$ cat src/rtl/mmts_pkg.sv
package mmts_pkg;

    localparam int ADDR_BITS = 16;
    localparam int IDX_W     = 17;
    localparam int AW        = 16;
    localparam int DW        = 8;
    localparam int PADDR_W   = 3;
    localparam int PDATA_W   = 32;

    localparam logic [IDX_W-1:0] SIZE_CAP     = 17'h10000;
    localparam logic [IDX_W-1:0] SIZE_LIMIT   =
        (ADDR_BITS < 16) ? IDX_W'(64'd1 << ADDR_BITS) : SIZE_CAP;
    localparam logic [IDX_W-1:0] MEM_SIZE_RST = 17'h10000;

    localparam logic [0:0] REG_MEM_SIZE = 1'b0;

    localparam logic [2:0] FUNC_FILL    = 3'd0;
    localparam logic [2:0] FUNC_MARCH   = 3'd1;
    localparam logic [2:0] FUNC_CHECK   = 3'd2;
    localparam logic [2:0] FUNC_WR_DONE = 3'd3;
    localparam logic [2:0] FUNC_RD_DONE = 3'd4;

    localparam logic [DW-1:0] INIT_ZERO = 8'h00;
    localparam logic [DW-1:0] INIT_ONE  = 8'hFF;
    localparam logic [2:0]    LAST_BIT  = 3'd7;

    typedef enum logic [1:0] {
        MODE_IDLE  = 2'd0,
        MODE_FILL  = 2'd1,
        MODE_MARCH = 2'd2,
        MODE_CHECK = 2'd3
    } mode_t;

    typedef enum logic [1:0] {
        ACC_READ    = 2'd0,
        ACC_WRITE   = 2'd1,
        ACC_DONE    = 2'd2,
        ACC_IGNORED = 2'd3
    } access_t;

    typedef struct packed {
        logic [2:0]    func;
        logic          direction;
        logic          action;
        logic [DW-1:0] read_data;
    } item_t;

    typedef struct packed {
        mode_t            mode;
        logic [IDX_W-1:0] byte_index;
        logic [2:0]       bit_step;
        logic [DW-1:0]    compare_value;
        logic             direction;
        logic             action;
        logic             mismatch_seen;
        logic [AW-1:0]    mismatch_address;
        logic             awaiting_read;
    } state_t;

    typedef struct packed {
        access_t       access;
        logic [AW-1:0] address;
        logic [DW-1:0] write_data;
        logic          failed;
        logic [AW-1:0] fail_address;
    } result_t;

    function automatic logic [AW-1:0] phys_addr(input logic [IDX_W-1:0] size,
                                                input logic [IDX_W-1:0] idx,
                                                input logic             dir);
        logic [IDX_W-1:0] rev;
        rev = size - IDX_W'(1) - idx;
        return dir ? rev[AW-1:0] : idx[AW-1:0];
    endfunction

    function automatic logic [DW-1:0] init_compare(input logic act);
        return act ? INIT_ONE : INIT_ZERO;
    endfunction

endpackage

$ cat src/rtl/mmts_cfg.sv
module mmts_cfg (
    input  logic                             aclk,
    input  logic                             aresetn,
    input  logic                             psel,
    input  logic                             penable,
    input  logic                             pwrite,
    input  logic [mmts_pkg::PADDR_W-1:0]     paddr,
    input  logic [mmts_pkg::PDATA_W-1:0]     pwdata,
    output logic [mmts_pkg::PDATA_W-1:0]     prdata,
    output logic                             pready,
    output logic [mmts_pkg::IDX_W-1:0]       mem_size
);

    logic [mmts_pkg::IDX_W-1:0] mem_size_reg;
    logic [mmts_pkg::IDX_W-1:0] mem_size_next;
    logic                       hit;

    // byte lane bits ignored, word index only
    assign hit = (paddr[2:2] == mmts_pkg::REG_MEM_SIZE);

    always_comb begin
        mem_size_next = mem_size_reg;
        if (psel && penable && pwrite && hit) begin
            mem_size_next = pwdata[mmts_pkg::IDX_W-1:0];
        end
    end

    always_ff @(posedge aclk) begin
        if (!aresetn) begin
            mem_size_reg <= mmts_pkg::MEM_SIZE_RST;
        end else begin
            mem_size_reg <= mem_size_next;
        end
    end

    assign prdata   = hit ? mmts_pkg::PDATA_W'(mem_size_reg) : '0;
    assign pready   = 1'b1;
    assign mem_size = mem_size_reg;

endmodule

$ cat src/rtl/mmts_step.sv
module mmts_step (
    input  mmts_pkg::item_t             item,
    input  mmts_pkg::state_t            st,
    input  logic [mmts_pkg::IDX_W-1:0]  mem_size,
    output mmts_pkg::state_t            st_next,
    output mmts_pkg::result_t           res
);

    logic [mmts_pkg::IDX_W-1:0] size_use;
    logic                       size_zero;
    logic                       is_start;
    logic                       wr_ok;
    logic                       rd_ok;
    logic [mmts_pkg::IDX_W-1:0] bi_inc;
    logic                       inc_end;
    logic [mmts_pkg::IDX_W-1:0] bi_march;
    logic [mmts_pkg::AW-1:0]    phys_cur;
    logic [mmts_pkg::AW-1:0]    phys_wr;
    logic [mmts_pkg::AW-1:0]    phys_start;
    logic [2:0]                 shift;
    logic [mmts_pkg::DW-1:0]    weight;
    logic [mmts_pkg::DW-1:0]    cmp_new;
    logic                       cmp_miss;

    assign size_use  = (mem_size > mmts_pkg::SIZE_LIMIT) ? mmts_pkg::SIZE_LIMIT : mem_size;
    assign size_zero = (size_use == '0);
    assign is_start  = (item.func == mmts_pkg::FUNC_FILL) || (item.func == mmts_pkg::FUNC_MARCH)
                    || (item.func == mmts_pkg::FUNC_CHECK);
    assign wr_ok     = (item.func == mmts_pkg::FUNC_WR_DONE) && (st.mode != mmts_pkg::MODE_IDLE)
                    && !st.awaiting_read;
    assign rd_ok     = (item.func == mmts_pkg::FUNC_RD_DONE) && (st.mode != mmts_pkg::MODE_IDLE)
                    && st.awaiting_read;

    assign bi_inc     = st.byte_index + mmts_pkg::IDX_W'(1);
    assign inc_end    = (bi_inc >= size_use);
    assign bi_march   = (st.bit_step == mmts_pkg::LAST_BIT) ? bi_inc : st.byte_index;
    assign phys_cur   = mmts_pkg::phys_addr(size_use, st.byte_index, st.direction);
    assign phys_wr    = mmts_pkg::phys_addr(size_use, bi_march, st.direction);
    assign phys_start = mmts_pkg::phys_addr(size_use, '0, item.direction);

    // lsb first ascending, msb first descending
    assign shift    = st.direction ? (mmts_pkg::LAST_BIT - st.bit_step) : st.bit_step;
    assign weight   = mmts_pkg::DW'(1) << shift;
    assign cmp_new  = st.action ? (st.compare_value - weight) : (st.compare_value + weight);
    assign cmp_miss = (item.read_data != st.compare_value);

    always_comb begin
        st_next = st;
        if (is_start) begin
            st_next.byte_index       = '0;
            st_next.bit_step         = '0;
            st_next.mismatch_seen    = 1'b0;
            st_next.mismatch_address = '0;
            st_next.compare_value    = mmts_pkg::INIT_ZERO;
            if (item.func == mmts_pkg::FUNC_MARCH) begin
                st_next.direction     = item.direction;
                st_next.action        = item.action;
                st_next.compare_value = mmts_pkg::init_compare(item.action);
            end
            if (size_zero) begin
                st_next.mode          = mmts_pkg::MODE_IDLE;
                st_next.awaiting_read = 1'b0;
            end else begin
                case (item.func)
                    mmts_pkg::FUNC_FILL: begin
                        st_next.mode          = mmts_pkg::MODE_FILL;
                        st_next.awaiting_read = 1'b0;
                    end
                    mmts_pkg::FUNC_MARCH: begin
                        st_next.mode          = mmts_pkg::MODE_MARCH;
                        st_next.awaiting_read = 1'b1;
                    end
                    default: begin
                        st_next.mode          = mmts_pkg::MODE_CHECK;
                        st_next.awaiting_read = 1'b1;
                    end
                endcase
            end
        end else if (wr_ok) begin
            if (st.mode == mmts_pkg::MODE_FILL) begin
                st_next.byte_index = bi_inc;
                if (inc_end) begin
                    st_next.mode          = mmts_pkg::MODE_IDLE;
                    st_next.awaiting_read = 1'b0;
                end
            end else if (st.mismatch_seen) begin
                st_next.mode          = mmts_pkg::MODE_IDLE;
                st_next.awaiting_read = 1'b0;
            end else if (st.bit_step == mmts_pkg::LAST_BIT) begin
                st_next.byte_index = bi_inc;
                if (inc_end) begin
                    st_next.mode          = mmts_pkg::MODE_IDLE;
                    st_next.awaiting_read = 1'b0;
                end else begin
                    st_next.bit_step      = '0;
                    st_next.compare_value = mmts_pkg::init_compare(st.action);
                    st_next.awaiting_read = 1'b1;
                end
            end else begin
                st_next.bit_step      = st.bit_step + 3'd1;
                st_next.awaiting_read = 1'b1;
            end
        end else if (rd_ok) begin
            if (st.mode == mmts_pkg::MODE_CHECK) begin
                if (item.read_data != '0) begin
                    st_next.mode          = mmts_pkg::MODE_IDLE;
                    st_next.awaiting_read = 1'b0;
                end else begin
                    st_next.byte_index = bi_inc;
                    if (inc_end) begin
                        st_next.mode          = mmts_pkg::MODE_IDLE;
                        st_next.awaiting_read = 1'b0;
                    end
                end
            end else begin
                if (cmp_miss && !st.mismatch_seen) begin
                    st_next.mismatch_seen    = 1'b1;
                    st_next.mismatch_address = phys_cur;
                end
                st_next.compare_value = cmp_new;
                st_next.awaiting_read = 1'b0;
            end
        end
    end

    always_comb begin
        res              = '0;
        res.access       = mmts_pkg::ACC_IGNORED;
        if (is_start) begin
            if (size_zero) begin
                res.access = mmts_pkg::ACC_DONE;
            end else if (item.func == mmts_pkg::FUNC_FILL) begin
                res.access = mmts_pkg::ACC_WRITE;
            end else begin
                res.access = mmts_pkg::ACC_READ;
                if (item.func == mmts_pkg::FUNC_MARCH) begin
                    res.address = phys_start;
                end
            end
        end else if (wr_ok) begin
            if (st.mode == mmts_pkg::MODE_FILL) begin
                if (inc_end) begin
                    res.access = mmts_pkg::ACC_DONE;
                end else begin
                    res.access  = mmts_pkg::ACC_WRITE;
                    res.address = bi_inc[mmts_pkg::AW-1:0];
                end
            end else if (st.mismatch_seen) begin
                res.access       = mmts_pkg::ACC_DONE;
                res.failed       = 1'b1;
                res.fail_address = st.mismatch_address;
            end else if ((st.bit_step == mmts_pkg::LAST_BIT) && inc_end) begin
                res.access = mmts_pkg::ACC_DONE;
            end else begin
                res.access  = mmts_pkg::ACC_READ;
                res.address = phys_wr;
            end
        end else if (rd_ok) begin
            if (st.mode == mmts_pkg::MODE_CHECK) begin
                if (item.read_data != '0) begin
                    res.access       = mmts_pkg::ACC_DONE;
                    res.failed       = 1'b1;
                    res.fail_address = st.byte_index[mmts_pkg::AW-1:0];
                end else if (inc_end) begin
                    res.access = mmts_pkg::ACC_DONE;
                end else begin
                    res.access  = mmts_pkg::ACC_READ;
                    res.address = bi_inc[mmts_pkg::AW-1:0];
                end
            end else begin
                res.access     = mmts_pkg::ACC_WRITE;
                res.address    = phys_cur;
                res.write_data = cmp_new;
            end
        end
    end

endmodule

$ cat src/rtl/march_memory_test_sequencer_core.sv
// march memory self-test sequencer
// input channel (s_*): start commands (fill zero, march, check zero) and
// memory completions (write done, read done with the byte read)
// result channel (m_*): one word per input word - the next read or write to
// issue, element finished with pass/fail and first failing address, or
// ignored for a completion that does not fit the running element
// apb port: mem_size at address 0, to be written by the user only while no
// word is in flight (not enforced by the block); a new size takes effect at
// once, also in a running element
// path: input register, then next-access logic into the result register
// throughput: one word per cycle while m_ready is high; the input register
// and the result register are separate stages, so a new word is taken while
// a result waits; receiver stall: the result register holds, the input
// register holds one more word, then s_ready drops until m_ready returns
// reset: both stages empty, element idle, mem_size set to 65536
module march_memory_test_sequencer_core (
    input  logic                         aclk,
    input  logic                         aresetn,
    input  logic                         s_valid,
    output logic                         s_ready,
    input  logic [2:0]                   s_func,
    input  logic                         s_direction,
    input  logic                         s_action,
    input  logic [7:0]                   s_read_data,
    output logic                         m_valid,
    input  logic                         m_ready,
    output logic [1:0]                   m_access,
    output logic [15:0]                  m_address,
    output logic [7:0]                   m_write_data,
    output logic                         m_failed,
    output logic [15:0]                  m_fail_address,
    input  logic                         psel,
    input  logic                         penable,
    input  logic                         pwrite,
    input  logic [mmts_pkg::PADDR_W-1:0] paddr,
    input  logic [mmts_pkg::PDATA_W-1:0] pwdata,
    output logic [mmts_pkg::PDATA_W-1:0] prdata,
    output logic                         pready
);

    logic                       in_valid_reg;
    logic                       in_valid_next;
    mmts_pkg::item_t            item_reg;
    mmts_pkg::item_t            item_next;
    logic                       out_valid_reg;
    logic                       out_valid_next;
    mmts_pkg::result_t          res_reg;
    mmts_pkg::result_t          res_next;
    mmts_pkg::state_t           state_reg;
    mmts_pkg::state_t           state_next;
    mmts_pkg::state_t           step_state;
    mmts_pkg::result_t          step_res;
    logic [mmts_pkg::IDX_W-1:0] mem_size;
    logic                       fire;
    logic                       s_fire;

    mmts_cfg u_cfg (
        .aclk     (aclk),
        .aresetn  (aresetn),
        .psel     (psel),
        .penable  (penable),
        .pwrite   (pwrite),
        .paddr    (paddr),
        .pwdata   (pwdata),
        .prdata   (prdata),
        .pready   (pready),
        .mem_size (mem_size)
    );

    mmts_step u_step (
        .item     (item_reg),
        .st       (state_reg),
        .mem_size (mem_size),
        .st_next  (step_state),
        .res      (step_res)
    );

    assign fire    = in_valid_reg && (!out_valid_reg || m_ready);
    assign s_ready = !in_valid_reg || fire;
    assign s_fire  = s_valid && s_ready;

    always_comb begin
        in_valid_next  = in_valid_reg;
        item_next      = item_reg;
        out_valid_next = out_valid_reg;
        res_next       = res_reg;
        state_next     = state_reg;
        if (fire) begin
            in_valid_next = 1'b0;
            state_next    = step_state;
            res_next      = step_res;
        end
        if (s_fire) begin
            in_valid_next       = 1'b1;
            item_next.func      = s_func;
            item_next.direction = s_direction;
            item_next.action    = s_action;
            item_next.read_data = s_read_data;
        end
        if (fire) begin
            out_valid_next = 1'b1;
        end else if (m_ready) begin
            out_valid_next = 1'b0;
        end
    end

    always_ff @(posedge aclk) begin
        if (!aresetn) begin
            in_valid_reg  <= 1'b0;
            out_valid_reg <= 1'b0;
            state_reg     <= '0;
        end else begin
            in_valid_reg  <= in_valid_next;
            out_valid_reg <= out_valid_next;
            state_reg     <= state_next;
        end
    end

    always_ff @(posedge aclk) begin
        item_reg <= item_next;
        res_reg  <= res_next;
    end

    assign m_valid        = out_valid_reg;
    assign m_access       = res_reg.access;
    assign m_address      = res_reg.address;
    assign m_write_data   = res_reg.write_data;
    assign m_failed       = res_reg.failed;
    assign m_fail_address = res_reg.fail_address;

`ifndef SYNTHESIS
    a_fail_only_done: assert property (@(posedge aclk) disable iff (!aresetn)
        (m_valid && m_failed) |-> (m_access == mmts_pkg::ACC_DONE))
        else $error("fail flag on a word that is not finished");

    a_ignored_clean: assert property (@(posedge aclk) disable iff (!aresetn)
        (m_valid && (m_access == mmts_pkg::ACC_IGNORED)) |->
        ((m_address == '0) && (m_write_data == '0) && !m_failed && (m_fail_address == '0)))
        else $error("ignored word carries payload");

    a_done_goes_idle: assert property (@(posedge aclk) disable iff (!aresetn)
        (fire && (step_res.access == mmts_pkg::ACC_DONE)) |=>
        (state_reg.mode == mmts_pkg::MODE_IDLE))
        else $error("element still running after finished word");

    a_held_item_kept: assert property (@(posedge aclk) disable iff (!aresetn)
        (in_valid_reg && !fire) |=> (in_valid_reg && $stable(item_reg)))
        else $error("waiting input word lost");
`endif

endmodule

$ cat config.mk
export PLATFORM = sky130hd
export DESIGN_NAME = march_memory_test_sequencer_core
export DESIGN_NICKNAME = d
export VERILOG_FILES = /design/src/rtl/mmts_pkg.sv /design/src/rtl/mmts_cfg.sv /design/src/rtl/mmts_step.sv /design/src/rtl/march_memory_test_sequencer_core.sv
export SDC_FILE = /design/constraint.sdc
export NUM_CORES = 1
export LEC_CHECK = 0
export BUFFER_PORTS_ARGS = -buffer_cell sky130_fd_sc_hd__buf_2
export CORE_ASPECT_RATIO = 0.5
export CORE_MARGIN = 4
export CORE_UTILIZATION = 50
export CTS_CLUSTER_DIAMETER = 60
export DETAILED_ROUTE_END_ITERATION = 8
export PLACE_DENSITY = 0.86
export SLEW_MARGIN = 20
export SYNTH_ARGS = -nofsm -noshare
export SYNTH_HDL_FRONTEND = slang
export SYNTH_SLANG_ARGS = --single-unit
export TNS_END_PERCENT = 10
$ cat constraint.sdc
create_clock -name aclk -period 4.79 [get_ports aclk]
set_input_delay 0.2395 -clock aclk [delete_from_list [all_inputs] [get_ports aclk]]
set_output_delay 0.2395 -clock aclk [all_outputs]
set_load 0.005 [all_outputs]
==> results of run 1 <==
[kinds of logic after synthesis]
| kind of cell | share of synthesized area (%) |
|---|---|
| simple gates | 22.3 |
| compound gates | 21.1 |
| buf+inv | 5.97 |
| flops | 32.9 |
| xor+xnor | 7.53 |
| fa+ha+maj | 8.58 |
| mux | 1.52 |
| other cells | 0.0807 |
[report_power, final]
group	internal, W	total [W]	switching [W]
Clock	0.000747	0.00132	0.000575
Combinational	0.000115	0.000302	0.000187
Sequential	0.00114	0.00117	0.0000233
[cell usage in the layout, fill, tap and decap left out, types with 5 or more instances in the layout]
master / instances
mux2i_1: 13
o31ai_1: 5
dfxtp_1: 68
buf_4: 38
nor2b_1: 25
and3_1: 15
nand2_1: 148
xor2_1: 24
o21ai_0: 62
o211ai_1: 7
xnor2_1: 55
nand3_1: 43
a31oi_1: 7
ha_1: 59
a21oi_1: 117
or3_1: 12
a21o_1: 12
clkbuf_16: 17
dlygate4sd3_1: 11
a22o_1: 20
o21a_1: 10
inv_1: 40
edfxtp_1: 56
o221ai_1: 6
inv_6: 7
a22oi_1: 13
nor3_1: 31
and2_1: 9
nand4_1: 7
buf_2: 99
nor4_1: 14
conb_1: 16
nor2_1: 108
[layer usage]
metal | part of all wire (%) | vias up
met1 | 43 | 4308
met2 | 44 | 607
li1 | - | 4343
met4 | 2.1 | 0
met5 | 0 | -
met3 | 12 | 60
[critical path, delay by kind of cell, from the launching register on]
family | cells | cell delay, ps
compound gates | 9 | 2190
fa+ha+maj | 1 | 350
flops | 1 | 310
simple gates | 4 | 1600
[how the worst min path moves through the flow]
stage,startpoint,endpoint,slack (ps),depth (start not counted)
after global placement,s_func[1],item_reg[11],420,1
after detailed placement,s_read_data[2],item_reg[2],420,1
final,s_read_data[1],item_reg[1],10,1
after floorplan,s_read_data[0],item_reg[0],340,0
after CTS,s_read_data[3],item_reg[3],7,1
after global routing,s_read_data[3],item_reg[3],4,1
[through the flow]
stage               hold WS (ps)  total power [W]  utilization (%)  std cells  setup slack, ps
CTS                         7.01          0.00278             60.3       1506              135
floorplan                    338          0.00139                -       1172              110
detailed placement           418          0.00147             56.4       1463              144
finish                      10.5          0.00279             60.4       1506              135
global route                4.00          0.00286             60.4       1506             10.4
global placement             418          0.00146             56.4       1463              192
[final cells by class]
class | count | area [sq um]
inverter | 46 | 174
clock inverter | 14 | 145
clock buffer | 18 | 439
tap | 234 | 293
sequential | 125 | 3060
multi-input combinational | 921 | 5770
fill | 1518 | 7050
timing repair buffer | 148 | 891
[timing repair]
action | in CTS | in global routing
hold buffers | 11 | 0
setup endpoints to repair | 0 | 7
endpoints found under the hold margin | 11 | 0
gates resized for setup | 0 | 7
==> run metrics, run 1 <==
design area=10800 sq um; Final Critical Period=4660 ps; setup_tns=0 ps; CTS tree=yes; Most Used Layer, Global Route=met2; FP Rows=34; post-place instance area=10100 sq um; vias in the first global route=8687; peak supply drop=0.220 mV; Yosys top cell by area=edfxtp_1; synth cell count leaders=148 x nand2_1, 117 x a21oi_1, 108 x nor2_1; overflow left after global routing=0; HP Class=in -> reg; worst r2r dst=m_address[8]; Post-synth EDFFs=56; Die X=201 um; skew final=between 8 and 9 ps; Remaining DRCs=0; count of state elements after synthesis=125; Gate Count Post-Synth=1158; CP max FO=10; initial antenna violation count=0; dominant cell by count in the synthesized netlist=nand2_1; Die Span Y=104 um; Ys Warns=0; total of max-cap violations=0; DR pass1 iterations=6; top_reg_cell synth=dfxtp_1; outcome=complete, no violations; clk sink count=around 130; Crit path top cell by count=o21a_1; start point of the critical path=u_cfg.mem_size[0]; clk_lat worst skew=430 ps; Total Wirelength=29.1 mm; register area share after synthesis=32.9%; Hold Fails Final Rpt=0; vias=9318; Reg-to-Reg Start=u_cfg.mem_size[0]; Mapped Area=~9300 sq um; synth top area cells=edfxtp_1 18%, dfxtp_1 15%, ha_1 7.9%; post-route ant nets=0; root buffer selected by CTS=clkbuf_16; Slew @ Worst Pin=934 ps; first-pass GRT wire length=45.6 mm; layout cell share with drive strength beyond 1=15.2%; GR Layer Usage met3=5.58%; Final setup viols=0; Req. time, crit path=5010 ps; Starting DRT DRC Count=1396; f_max=215 MHz; Nets=1376; pwr dens=roughly 260 nW/um^2; CP max stage delay=roughly 740 ps; CP Capture Type=flop; Critical-path top delay cell=o21ai_0; fin. max-slew vios=0; Post-synth ARST share=0%; largest net degree at the start of global routing=65; Critical Path Sink=m_address[8]; max reg flops=50; Startpoint Class=flop; # IOs=133; ANT cells=0; Worst-path clk slew=approximately 60 ps; Crit Path Category=reg -> reg; vias per cell=between 6 and 7; worst relative slew slack=37.1%; R2R cell count=14; gr usage total=26.8%; Synth cell types=75; Avg WL per Cell=slightly below 20 um; post-CTS setup buffer count=0; Avg Cell Area, Syn=between 8 and 9 sq um; R2R Setup Slk=between 100 and 150 ps; core region area=17800 sq um; dpl hpwl=about 21 mm; clk buf depth=2; RSZ-0062 raised after global routing=no; port bufs=99; Routability Congestion=0.950; crit-path cells=or4_4 -> or3_1 -> o21ai_4 -> nand2_1 -> ha_1 -> o21a_1 -> o21a_1 -> o21a_1 -> o21a_1 -> o21ai_0 -> a21o_1 -> and3_1 -> a221oi_1 -> o21ai_0; CP arrival=4870 ps; met2 Track Usage GR=42.2%; cts bufs inserted=17; Tcrit/Tclk final=97.2%; Area growth syn-to-layout=15.8%; grt met1 use=37.4%; top cell type's share of synthesized area=between 15 and 20%; htree depth=4; die area=21000 sq um; Pleak=4.19 nW; initial core utilization=52.2%
(Power assumes the default switching activity.)
==> run 2: changes to the inputs <==
--- a/config.mk
+++ b/config.mk
@@ -12,6 +12,7 @@
 export CTS_CLUSTER_DIAMETER = 60
 export DETAILED_ROUTE_END_ITERATION = 8
 export PLACE_DENSITY = 0.86
+export RECOVER_POWER = 100
 export SLEW_MARGIN = 20
 export SYNTH_ARGS = -nofsm -noshare
 export SYNTH_HDL_FRONTEND = slang
==> run metrics, run 2 (synthesized netlist as in run 1, its figures left out) <==
outcome=complete, but fails checks; failing checks=max-capacitance violations, max-slew violations; Most Used Layer, Global Route=met2; crit-path cells=or4_4 -> or3_1 -> o21ai_4 -> nand2_1 -> ha_1 -> o21a_1 -> o21a_1 -> o21a_1 -> o21a_1 -> o21ai_0 -> a21o_1 -> and3_1 -> a221oi_1 -> o21ai_0; Starting DRT DRC Count=1400; grt met1 use=37.4%; clk buf depth=2; CP max stage delay=770 ps; CP Capture Type=flop; clk_lat worst skew=430 ps; most common cell after layout, fill and taps aside=nand2_1; CTS tree=yes; Crit path top cell by count=o21a_1; HP Class=in -> reg; Sw Ratio=around 28%; GR Layer Usage met3=5.58%; Pleak=slightly above 4 nW; # IOs=~130; Comb power frac=10.7%; core region area=17800 sq um; initial core utilization=52.2%; Avg WL per Cell=19.3 um; Hold Fails Final Rpt=0; Final WS setup=~59 ps; Worst-path clk slew=60 ps; Startpoint Class=flop; Final Critical Period=4730 ps; NetSw=between 0.0007 and 0.0008 W; vias in the first global route=between 8000 and 9000; fillcell total=1535; pwr dens=260 nW/um^2; design area=10700 sq um; vias per cell=6.14; Critical-path top delay cell=o21ai_0; Seq pwr share=41.9%; max reg flops=50; Min Hold Slack=14.4 ps; largest net degree at the start of global routing=65; internal power=0.00200 W; Slew @ Worst Pin=2380 ps; post-CTS setup buffer count=0; clk sink count=approximately 130; setup_tns=0 ps; layout cell share with drive strength beyond 1=11.8%; initial antenna violation count=0; Crit Path Category=reg -> reg; overflow left after global routing=0; post-route ant nets=0; total of max-cap violations=1; pre-CTS setup slack=144 ps; hold path depth=1; ANT cells=0; skew final=10.3 ps; root buffer selected by CTS=clkbuf_16; Clock power frac=47.4%; first-pass GRT wire length=45.6 mm; Die X=201 um; peak supply drop=0.219 mV; CP arrival=~5000 ps; fin. max-slew vios=65; most frequent cells in the layout=148 x nand2_1, 117 x a21oi_1, 108 x nor2_1, 68 x dfxtp_1, 63 x buf_2; port bufs=99; met2 Track Usage GR=42.2%; cts bufs inserted=17; gr usage total=about 27%; RSZ-0062 raised after global routing=no; Layout Utilization=60.0%; htree depth=4; Routability Congestion=0.950; die area=21000 sq um; dpl hpwl=21.0 mm; DR pass1 iterations=6; CP max FO=10; Req. time, crit path=5000 ps; Total Wirelength=approximately 29 mm; Remaining DRCs=0; Tcrit/Tclk final=98.8%; Final setup viols=0; Nets=around 1400; FP Rows=34; worst relative slew slack=-59.4%; f_max=211 MHz; Area growth syn-to-layout=15.0%; R2R cell count=14; post-place instance area=10100 sq um; vias=9249; Die Span Y=between 100 and 150 um
## run 2: cell count changes in the layout (fill, tap and decap cells not counted), sizes merged
cell	delta
buf	-44
clkbuf	+44
clkinvlp	+1
inv	-1
## run 2: cell type report
cell class | instances | area (sq um) | area share [%]
clock inverter | 14 | 145 | 1.36
sequential | 125 | 3060 | 28.6
inverter | 46 | 174 | 1.63
timing repair buffer | 148 | 820 | 7.66
multi-input combinational | 921 | 5770 | 53.9
tap | 234 | 293 | 2.74
clock buffer | 18 | 439 | 4.10
## run 2: worst paths after layout
check	start	end	slack, ps
worst max-delay path	u_cfg.mem_size[0]	m_address[8]	60
worst min-delay path	s_read_data[1]	item_reg[1]	10
worst min register to register	state_reg[2]	state_reg[2]	450
worst max register to register	u_cfg.mem_size[0]	m_address[8]	60
## run 2: per-layer routing
metal,wire [um],vias to the layer above,part of all wire [%]
met5,0,-,0
met4,608,0,2.1
met3,3200,65,11
met2,12700,530,44
met1,12600,4309,43
li1,-,4345,-
## run 2: worst max-delay path, delay by kind of cell (launching register included)
kind	cells	cell delay [ps]
AOI/OAI and AO/OA	9	2260
DFF	1	310
and+or+nand+nor	4	1620
adders and majority gates	1	350
## run 2: metrics by stage
step                power, W  std cells
floorplan            0.00139       1172
global placement     0.00146       1463
detailed placement   0.00147       1463
CTS                  0.00278       1506
global route         0.00286       1506
finish               0.00279       1506
## run 2: power groups by stage
stage | Clock (W) | Sequential [W] | Combinational, W
5_1_grt | 0.00136 | 0.00117 | 0.000327
2_1_floorplan | 0 | 0.00118 | 0.000206
6_report | 0.00132 | 0.00117 | 0.000299
4_1_cts | 0.00132 | 0.00117 | 0.000294
3_3_place_gp | 0 | 0.00119 | 0.000276
3_5_place_dp | 0 | 0.00119 | 0.000284
## run 2: repair_timing
action / in CTS / in global routing
hold endpoints to repair: 11 / 0
hold buffers: 11 / 0
gates resized for setup: 0 / 7
endpoints found under the setup margin: 0 / 7
